==> src/jfd_pkg.sv <==
// ---------------------------------------------------------------------------
// jfd_pkg: shared types and constants of the jpeg frame delimiter
// marker byte values, field widths and the result beat record
// ---------------------------------------------------------------------------
package jfd_pkg;

  localparam int BYTE_W = 8;
  localparam int LEN_W  = 21;

  // largest value that the length field can carry
  localparam logic [LEN_W-1:0] LEN_MAX   = {LEN_W{1'b1}};
  // smallest frame limit that the block honors
  localparam logic [LEN_W-1:0] LIMIT_MIN = LEN_W'(4);

  localparam logic [BYTE_W-1:0] MARK_LEAD = 8'hFF;
  localparam logic [BYTE_W-1:0] MARK_SOI  = 8'hD8;
  localparam logic [BYTE_W-1:0] MARK_EOI  = 8'hD9;

  // one result beat
  typedef struct packed {
    logic [BYTE_W-1:0] data;
    logic              start;
    logic              last;
    logic              error;
    logic [LEN_W-1:0]  length;
  } result_t;

endpackage

==> src/jfd_parser.sv <==
// ---------------------------------------------------------------------------
// jfd_parser: marker tracking and frame byte counting
// consumes one byte per enabled cycle and yields zero, one or two beats
// ---------------------------------------------------------------------------
module jfd_parser (
  input  logic                      clk,
  input  logic                      rst,
  input  logic                      step,
  input  logic [jfd_pkg::BYTE_W-1:0] in_byte,
  input  logic [jfd_pkg::LEN_W-1:0]  limit,
  output logic [1:0]                res_count,
  output jfd_pkg::result_t          res0,
  output jfd_pkg::result_t          res1
);

  localparam logic [1:0] PH_HUNT     = 2'd0;
  localparam logic [1:0] PH_AFTER_FF = 2'd1;
  localparam logic [1:0] PH_FRAME    = 2'd2;

  logic [1:0]                phase, phase_next;
  logic                      last_ff, last_ff_next;
  logic [jfd_pkg::LEN_W-1:0] byte_count, byte_count_next;
  logic [jfd_pkg::LEN_W-1:0] cnt;
  logic                      closes;

  assign cnt    = byte_count + jfd_pkg::LEN_W'(1);
  assign closes = last_ff && (in_byte == jfd_pkg::MARK_EOI);

  always_comb begin
    phase_next      = phase;
    last_ff_next    = last_ff;
    byte_count_next = byte_count;
    res_count       = 2'd0;
    res0            = '0;
    res1            = '0;
    unique case (phase)
      PH_AFTER_FF: begin
        if (in_byte == jfd_pkg::MARK_SOI) begin
          res_count       = 2'd2;
          res0.data       = jfd_pkg::MARK_LEAD;
          res0.start      = 1'b1;
          res0.length     = jfd_pkg::LEN_W'(1);
          res1.data       = jfd_pkg::MARK_SOI;
          res1.length     = jfd_pkg::LEN_W'(2);
          phase_next      = PH_FRAME;
          byte_count_next = jfd_pkg::LEN_W'(2);
          last_ff_next    = 1'b0;
        end else begin
          phase_next = PH_HUNT;
        end
      end
      PH_FRAME: begin
        res_count   = 2'd1;
        res0.data   = in_byte;
        res0.length = cnt;
        if (closes || cnt >= limit) begin
          // eoi wins over the limit when both land on the same byte
          res0.last       = 1'b1;
          res0.error      = !closes;
          phase_next      = PH_HUNT;
          byte_count_next = '0;
          last_ff_next    = 1'b0;
        end else begin
          byte_count_next = cnt;
          last_ff_next    = (in_byte == jfd_pkg::MARK_LEAD);
        end
      end
      default: begin
        // hunting, unused code included
        phase_next      = (in_byte == jfd_pkg::MARK_LEAD) ? PH_AFTER_FF : PH_HUNT;
        byte_count_next = '0;
        last_ff_next    = 1'b0;
      end
    endcase
  end

  always_ff @(posedge clk) begin
    if (rst) begin
      phase      <= PH_HUNT;
      last_ff    <= 1'b0;
      byte_count <= '0;
    end else if (step) begin
      phase      <= phase_next;
      last_ff    <= last_ff_next;
      byte_count <= byte_count_next;
    end
  end

endmodule

==> src/jfd_out_fifo.sv <==
// ---------------------------------------------------------------------------
// jfd_out_fifo: four-entry result queue
// takes up to two beats per cycle; while out_ready is high it hands out one beat per cycle
// ---------------------------------------------------------------------------
module jfd_out_fifo (
  input  logic             clk,
  input  logic             rst,
  input  logic [1:0]       push_count,
  input  jfd_pkg::result_t push0,
  input  jfd_pkg::result_t push1,
  output logic [2:0]       level,
  output logic             out_valid,
  input  logic             out_ready,
  output jfd_pkg::result_t out_beat
);

  jfd_pkg::result_t entry [4];
  logic [1:0] wr_ptr, rd_ptr;
  logic [1:0] wr_ptr_plus1;
  logic       pop;

  assign out_valid    = (level != 3'd0);
  assign out_beat     = entry[rd_ptr];
  assign pop          = out_valid && out_ready;
  assign wr_ptr_plus1 = wr_ptr + 2'd1;

  always_ff @(posedge clk) begin
    if (push_count != 2'd0) begin
      entry[wr_ptr] <= push0;
    end
    if (push_count == 2'd2) begin
      entry[wr_ptr_plus1] <= push1;
    end
  end

  always_ff @(posedge clk) begin
    if (rst) begin
      wr_ptr <= '0;
      rd_ptr <= '0;
      level  <= '0;
    end else begin
      wr_ptr <= wr_ptr + push_count;
      rd_ptr <= rd_ptr + {1'b0, pop};
      level  <= level + {1'b0, push_count} - {2'b00, pop};
    end
  end

endmodule

==> src/jpeg_frame_delimiter_unit.sv <==
// ---------------------------------------------------------------------------
// jpeg_frame_delimiter_unit: cuts jpeg frames out of a raw byte stream
// hunts for soi, passes frame bytes with start, end and length marks
// ---------------------------------------------------------------------------
// The block takes one stream byte per beat and emits the bytes of each jpeg
// frame found between an ff d8 (soi) and an ff d9 (eoi) pair. Bytes outside a
// frame are dropped; a byte that follows ff while hunting is always consumed,
// so ff ff d8 opens no frame. The soi byte yields two output beats (ff with
// the start flag, then d8). Every frame beat carries the running length,
// which is the total on the tlast beat. A frame that reaches the configured
// limit without closing ends with tlast and the error flag set. Rate: one byte
// per clock cycle while the output accepts beats; the extra soi beat is
// absorbed because the ff before it produces nothing. Input beats pass the
// input register, then the result queue. The input register advances when the
// four-entry result queue holds at most two beats, so output stalls throttle
// the input only once it holds three beats or more. The user must write the
// limit register via the cfg port only while the block is idle (unenforced);
// on write it is clamped to [4, MAX_FRAME] and the 21-bit length range.
module jpeg_frame_delimiter_unit #(
  parameter int MAX_FRAME = 1048576
) (
  input  logic        clk,
  input  logic        rst,
  // input stream
  input  logic        s_axis_tvalid,
  output logic        s_axis_tready,
  input  logic [7:0]  s_axis_tdata,   // [7:0] data_byte
  // output stream
  output logic        m_axis_tvalid,
  input  logic        m_axis_tready,
  output logic [31:0] m_axis_tdata,   // [7:0] out_byte, [28:8] frame_length, [31:29] zero
  output logic        m_axis_tlast,   // frame_end
  output logic [1:0]  m_axis_tuser,   // [0] frame_start, [1] frame_error
  // limit register write
  input  logic        cfg_valid,
  output logic        cfg_ready,
  input  logic [20:0] cfg_data        // max_frame_bytes
);

  // upper clamp of the limit: the parameter, bounded by the length field
  localparam logic [jfd_pkg::LEN_W-1:0] LIMIT_CAP =
    (MAX_FRAME > 2097151) ? jfd_pkg::LEN_MAX : jfd_pkg::LEN_W'(MAX_FRAME);
  localparam logic [jfd_pkg::LEN_W-1:0] LIMIT_RESET =
    (LIMIT_CAP > jfd_pkg::LEN_W'(1048576)) ? jfd_pkg::LEN_W'(1048576) : LIMIT_CAP;

  // effective limit, stored already clamped
  logic [jfd_pkg::LEN_W-1:0] limit, limit_next;

  // input register
  logic                       in_valid;
  logic [jfd_pkg::BYTE_W-1:0] in_byte;
  logic                       advance;

  // parser results and queue state
  logic [1:0]       res_count;
  logic [1:0]       push_count;
  jfd_pkg::result_t res0, res1;
  jfd_pkg::result_t out_beat;
  logic [2:0]       level;

  assign cfg_ready = 1'b1;

  always_comb begin
    limit_next = cfg_data;
    if (cfg_data < jfd_pkg::LIMIT_MIN) begin
      limit_next = jfd_pkg::LIMIT_MIN;
    end else if (cfg_data > LIMIT_CAP) begin
      limit_next = LIMIT_CAP;
    end
  end

  always_ff @(posedge clk) begin
    if (rst) begin
      limit <= LIMIT_RESET;
    end else if (cfg_valid && cfg_ready) begin
      limit <= limit_next;
    end
  end

  // the held byte is processed once the queue has room for two beats
  assign advance       = in_valid && (level <= 3'd2);
  assign s_axis_tready = !in_valid || advance;

  always_ff @(posedge clk) begin
    if (rst) begin
      in_valid <= 1'b0;
    end else if (s_axis_tready) begin
      in_valid <= s_axis_tvalid;
    end
  end

  always_ff @(posedge clk) begin
    if (s_axis_tvalid && s_axis_tready) begin
      in_byte <= s_axis_tdata;
    end
  end

  jfd_parser u_parser (
    .clk       (clk),
    .rst       (rst),
    .step      (advance),
    .in_byte   (in_byte),
    .limit     (limit),
    .res_count (res_count),
    .res0      (res0),
    .res1      (res1)
  );

  assign push_count = advance ? res_count : 2'd0;

  jfd_out_fifo u_out_fifo (
    .clk        (clk),
    .rst        (rst),
    .push_count (push_count),
    .push0      (res0),
    .push1      (res1),
    .level      (level),
    .out_valid  (m_axis_tvalid),
    .out_ready  (m_axis_tready),
    .out_beat   (out_beat)
  );

  // beat packing
  assign m_axis_tdata = {3'b000, out_beat.length, out_beat.data};
  assign m_axis_tlast = out_beat.last;
  assign m_axis_tuser = {out_beat.error, out_beat.start};

endmodule

==> config.mk <==
export PLATFORM = sky130hd
export DESIGN_NAME = jpeg_frame_delimiter_unit
export DESIGN_NICKNAME = d
export VERILOG_FILES = /design/src/jfd_pkg.sv /design/src/jfd_parser.sv /design/src/jfd_out_fifo.sv /design/src/jpeg_frame_delimiter_unit.sv
export SDC_FILE = /design/constraint.sdc
export NUM_CORES = 1
export LEC_CHECK = 0
export BUFFER_PORTS_ARGS = -buffer_cell sky130_fd_sc_hd__buf_2
export CORE_UTILIZATION = 60
export DETAILED_ROUTE_END_ITERATION = 12
export GPL_TIMING_DRIVEN = 0
export PLACE_DENSITY = 0.78
export SYNTH_ARGS = -nofsm -noshare
export SYNTH_HDL_FRONTEND = slang
export SYNTH_HIERARCHICAL = 1
export SYNTH_SLANG_ARGS = --single-unit
export TNS_END_PERCENT = 5
==> constraint.sdc <==
create_clock -name clk -period 6.7 [get_ports clk]
set_input_delay 1.34 -clock clk [delete_from_list [all_inputs] [get_ports clk]]
set_output_delay 1.34 -clock clk [all_outputs]
set_load 0.005 [all_outputs]
==> out/metrics.cfg, run 1 <==
[clock_network]
cts_tree = built
clk_latency_ns = 0.44
cts_buffers = 17
path_clk_slew_ns = 0.07
ctsResizeCount = 0
cts_hold_buffers = 0
clockBufferDepth = 2
clock-sinks = 189
cts_setup_buffers = 0
clk_root_buffer_cell = clkbuf_16
cts_max_level = 4

[power_and_ir_drop]
comb_power_share_pct = 14.2
p_sw_mw = 0.662
sw_frac_of_total_pct = 24.7
powerDensity_nw_per_um2 = 217
power_leakage_nw = 4.83
seqPwrFrac_pct = 47.4
intPower_mw = 2.02
pwr-share-clk_pct = 38.4
irDropWorstVdd_mv = 0.197
total_power_mw = 2.68

[synthesis]
synth_cell_types = 76
synth_edf_count = 136
synthCells = 810
netlist.area_leader.share_pct = 37.5
synth_compound_area_share_pct = 5.79
yosys.area.top_type = edfxtp_1
synth-seq-cells = 189
yosys_warnings = 6
syn-cell-area_um2 = 10900
synth_flop_cell = edfxtp_1
yosys-top-cells-area = edfxtp_1 38%, mux2_4 11%, dfxtp_1 9.8%, mux4_2 6.6%, mux2_2 5.2%
synth_top_family_by_area = multiplexers
synthAdderAreaFrac_pct = 3.41
synth.avg_cell_area_um2 = 13.4
synth-simple-area-share_pct = 11.2
async_flop_share_pct = 0
yosysSeqAreaShare_pct = 47.3
muxShareOfSynthArea_pct = 23.2
yosys.area_share.xor_xnor_pct = 1.99

[sta]
hold_viol = 0
drv_slew = 0
fin_tns_setup_ns = 0
fmax_ghz = 0.227
skew_ns = 0.00995
rsz0062_at_grt = false
setup_viol = 0
period_minus_slack_ns = 4.40
slew_headroom_pct = 33.2
fin_crit_sh_pct = 65.7
worst_pin_slew_ns = 0.994

[placement]
dpl.cell_count = 1134
hpwl_mm = 16.2
place_congestion = 0.857
port_buffers = 67

[detailed_routing]
drtAntennaViolNets = 0
wl_per_cell_um = 19.7
vias_per_cell = 5.79
route.vias.total = 6750
drt_iter0_markers = 480
remaining_drc_errors = 0
drt-total-wl_mm = 22.9
firstDrtPassIters = 5

[grt]
gr-max-usage-layer = met2
grt.overflow.total = 0
grt_max_degree = 26
grtUsageMet2_pct = 44.2
use_met1_pct = 34.9
antenna_found_initial = 0
grt_pass1_wl_mm = 36.2
grt_use_total_pct = 26.2
grtUsageMet3_pct = 3.63
grt_pass1_vias = 6705

[floorplan]
chipHeight_um = 137
die_w_um = 137
design.portCount = 72
num_rows = 48
initial_core_util_pct = 62.2
core-area_um2 = 17500
dieArea_um2 = 18700

[critical_path]
critPathMaxFanout = 10
path_cells = ha_1, and2_1, nand4_1, nor2_1, nand3_1, xnor2_1, ha_1, nand4_1, or3_4, and3b_4, a2111oi_4, buf_6, a31oi_1, mux2_2
cp_slowest_cell = a2111oi_4
start_kind = register
path_class = register to register
reg2reg_depth = 14
cp_data_arrival_time_ns = 4.59
critPathCaptureType = register
cp_slowest_stage_delay_ns = 0.59
cp.required_ns = 6.89

[finish]
drive_above_1_share_pct = 40.2
final_common_cell = edfxtp_1
area_growth_syn_to_layout_pct = 13.4
n_antenna_cell = 0
nets = 991
finalNonFillerCells = 1166
nFillCells = 1174
most-common-layout-cells = 136 x edfxtp_1, 79 x mux2_4, 77 x buf_2
multi_input_comb_area_um2 = 5120
final_core_util_pct = 70.6
seq_area_um2 = 5140

[run_status]
status = complete, no violations

[worst_hold_path]
min_delay_path_depth = 2
hold_path_class = register to register

[run]
cap_violations = 0

==> stage by stage <==
step	hold WS [ns]	area [µm²]	setup WS, ns
2_1_floorplan	0.445	11000	1.91
3_3_place_gp	0.457	11600	-0.153
3_5_place_dp	0.465	11700	2.37
4_1_cts	0.475	12300	2.32
5_1_grt	0.500	12300	2.11
6_report	0.474	12300	2.30
==> registers in the layout, summed over array words and instances, names as in the netlist <==
name                 cells
u_out_fifo/wr_ptr        2
u_out_fifo/level         3
in_byte                  8
u_out_fifo/entry       128
u_parser/last_ff         1
limit                   21
in_valid                 1
u_parser/phase           2
u_out_fifo/rd_ptr        2
u_parser/byte_count     21
==> Yosys cell counts (all sizes together), types with 12 or more instances <==
| cell type | instances |
|---|---|
| o31ai | 20 |
| ha | 28 |
| dfxtp | 53 |
| nor2 | 23 |
| inv | 37 |
| nand4 | 22 |
| a21oi | 18 |
| mux4 | 32 |
| edfxtp | 136 |
| or3b | 19 |
| mux2 | 130 |
| a21o | 12 |
| buf | 66 |
| nand2 | 42 |
| clkbuf | 21 |
| and2 | 24 |
==> layer usage <==
metal  routed length, µm  up-vias  share of wire, %
met1                9990     3336                44
met2               11600      179                51
met4                 398        0               1.7
li1                    -     3210                 -
met3                 907       25               4.0
met5                   0        -                 0
==> worst paths after layout <==
kind / startpoint / endpoint / slack [ns]
worst min-delay path: u_parser/byte_count[18] / u_parser/byte_count[18] / 0.47
worst max register to register: u_parser/byte_count[0] / u_out_fifo/entry[0][22] / 2.30
worst max-delay path: u_parser/byte_count[0] / u_out_fifo/entry[0][22] / 2.30
worst min register to register: u_parser/byte_count[18] / u_parser/byte_count[18] / 0.47
==> area by class of cell <==
class | count | share of cell area (%)
buffer | 88 | 5.04
clock buffer | 17 | 3.45
clock inverter | 15 | 1.45
inverter | 37 | 1.13
multi-input combinational | 524 | 41.5
sequential | 189 | 41.7
tap | 225 | 2.28
timing repair buffer | 71 | 3.43
==> power groups by stage <==
| stage | logic (mW) | clock network (mW) | registers, mW |
|---|---|---|---|
| after floorplan | 0.269 | 0 | 1.29 |
| after global placement | 0.378 | 0 | 1.30 |
| after detailed placement | 0.383 | 0 | 1.30 |
| after CTS | 0.384 | 1.04 | 1.27 |
| after global routing | 0.422 | 1.09 | 1.27 |
| final | 0.381 | 1.03 | 1.27 |
==> critical path: cells and delay by family, from the launching register on <==
family | cells | cell delay (ns)
compound gates | 2 | 0.82
flops | 1 | 0.45
buf+inv | 1 | 0.24
simple gates | 7 | 1.29
mux | 1 | 0.35
xor+xnor | 1 | 0.35
fa+ha+maj | 2 | 0.62
==> cell families (layout without fill, tap and decap cells) <==
logic type | count (synthesis) | after routing
xor+xnor | 21 | 21
other cells | 3 | 31
flops | 189 | 189
buf+inv | 125 | 228
compound gates | 84 | 84
fa+ha+maj | 29 | 29
mux | 166 | 166
simple gates | 193 | 193
Note: power is estimated with default switching activity, not from simulation.
==> inputs of run 2 (changes only) <==
==> constraint.sdc (replaced) <==
create_clock -name clk -period 4.6 [get_ports clk]
set_input_delay 0.92 -clock clk [delete_from_list [all_inputs] [get_ports clk]]
set_output_delay 0.92 -clock clk [all_outputs]
set_load 0.005 [all_outputs]
==> out/metrics.cfg, run 2 (same netlist as run 1, synthesis figures left out) <==
[finish]
n_antenna_cell = 0  ; unchanged
nets = 994  ; +0.30%
regMostFlops = u_out_fifo/entry
final_common_cell = edfxtp_1
largest_register_ffs = 128  ; unchanged
area_growth_syn_to_layout_pct = 13.6
drive_above_1_share_pct = 40.4  ; +0.19 points
final_core_util_pct = 70.7  ; +0.11 points
reg.largest.list = u_out_fifo/entry x128, limit x21, u_parser/byte_count x21
most-common-layout-cells = 136 x edfxtp_1, 79 x mux2_4, 77 x buf_2

[floorplan]
die_w_um = 137  ; unchanged
chipHeight_um = 137  ; unchanged
design.portCount = 72  ; unchanged
initial_core_util_pct = 62.2  ; unchanged
dieArea_um2 = 18700  ; unchanged
core-area_um2 = 17500  ; unchanged
num_rows = 48  ; unchanged

[worst_hold_path]
hold_path_class = register to register
worstHoldStart = limit[2]

[detailed_routing]
firstDrtPassIters = 5  ; unchanged
vias_per_cell = 5.74  ; -0.89%
drt_iter0_markers = 443  ; -7.7%
wl_per_cell_um = 19.4  ; -1.5%
drt-total-wl_mm = 22.6  ; -1.2%
drtAntennaViolNets = 0  ; unchanged
remaining_drc_errors = 0  ; unchanged
route.vias.total = 6707  ; -0.64%

[sta]
slew_headroom_pct = 35.0  ; +1.8 points
fmax_ghz = 0.235  ; +3.6%
period_minus_slack_ns = 4.25  ; -0.153 ns
drv_slew = 0  ; unchanged
rsz0062_at_grt = false
setup_viol = 0  ; unchanged
fin_crit_sh_pct = 92.4  ; +27 points
worst_pin_slew_ns = 0.967  ; -0.0273 ns
skew_ns = 0.0112  ; +0.00121 ns
hold_viol = 0  ; unchanged

[critical_path]
crit_path_start = u_parser/byte_count[0]
rr_startpoint = u_parser/byte_count[0]
critPathMaxFanout = 10  ; unchanged
start_kind = register
cp_data_arrival_time_ns = 4.44  ; -0.15 ns
critPathCaptureType = register
path_class = register to register
cp.required_ns = 4.79  ; -2.10 ns

[placement]
place_congestion = 0.849  ; -0.85%
port_buffers = 67  ; unchanged
hpwl_mm = 15.9  ; -1.9%

[run_status]
status = complete, no violations

[grt]
grt_use_total_pct = 25.9  ; -0.27 points
grt_pass1_wl_mm = 35.8  ; -0.95%
grt.overflow.total = 0  ; unchanged
grt_pass1_vias = 6700  ; -0.075%
antenna_found_initial = 0  ; unchanged
grt_max_degree = 28  ; +7.7%

[power_and_ir_drop]
total_power_mw = 3.88  ; +45%
power_leakage_nw = 4.84  ; +0.32%
irDropWorstVdd_mv = 0.276  ; +40%
powerDensity_nw_per_um2 = 314  ; +44%

[clock_network]
cts_buffers = 17  ; unchanged
clock-sinks = 189  ; unchanged
cts_max_level = 4  ; unchanged
cts_tree = built
clk_root_buffer_cell = clkbuf_16
path_clk_slew_ns = 0.08  ; about the same
clk_latency_ns = 0.44  ; about the same
cts_setup_buffers = 0  ; unchanged
clockBufferDepth = 2  ; unchanged
cts_hold_buffers = 0  ; unchanged
ctsResizeCount = 0  ; unchanged

[run]
cap_violations = 0  ; unchanged

run 2: changes by cell type in the layout (fill, tap and decap cells not counted):
cell        change
clkinv_8        +1
bufinv_16       -1
buf_12          -1
clkinvlp_4      -1
inv_6           +2
inv_8           +1
buf_16          +1
buf_4           +3
clkinv_4        -2
run 2: layout make-up:
class / instances / area [µm²]
plain buffers: 88 / 622
clock buffers: 17 / 425
well taps: 225 / 282
repair buffers: 74 / 453
flip-flops and latches: 189 / 5140
clock inverters: 15 / 169
inverters: 37 / 139
fillers: 1185 / 5120
multi-input cells: 524 / 5120
run 2: report_power, final:
group | internal [mW] | switching (mW)
clock | 0.777 | 0.697
combinational | 0.293 | 0.262
sequential | 1.83 | 0.0200
total | 2.90 | 0.978
run 2: final timing paths:
path | end | cells after the start | slack [ns]
hold / removal | limit[2] | 2 | 0.48
setup / recovery | u_out_fifo/entry[0][22] | 14 | 0.35
setup reg to reg | u_out_fifo/entry[0][22] | 14 | 0.35
hold reg to reg | limit[2] | 2 | 0.48
run 2: per-layer routing:
metal	part of all wire, %	global-route usage [%]	up-vias
met5	0	0	-
met4	2.1	8.89	0
met3	4.6	4.11	33
met2	50	43.1	169
met1	44	34.6	3289
li1	-	-	3216
run 2: stage by stage:
stage	setup WS (ns)	instances	instance area, µm²	TNS [ns]	hold slack, ns
floorplan	0.609	838	11000	0	0.445
global placement	-0.824	1130	11600	-80.32	0.461
detailed placement	0.295	1134	11700	0	0.469
CTS	0.260	1166	12300	0	0.479
global route	0.114	1169	12400	0	0.499
finish	0.350	1169	12400	0	0.475
run 2: worst max-delay path, cell delays in order (launching register included):
cell and delay, ns:
dfxtp_1 0.45, ha_1 0.29, and2_1 0.20, nand4_1 0.22, nor2_1 0.25, nand3_1 0.13
xnor2_1 0.36, ha_1 0.33, nand4_1 0.11, or3_4 0.16, and3b_4 0.21, a2111oi_4 0.48
buf_6 0.23, a31oi_1 0.24, mux2_2 0.35
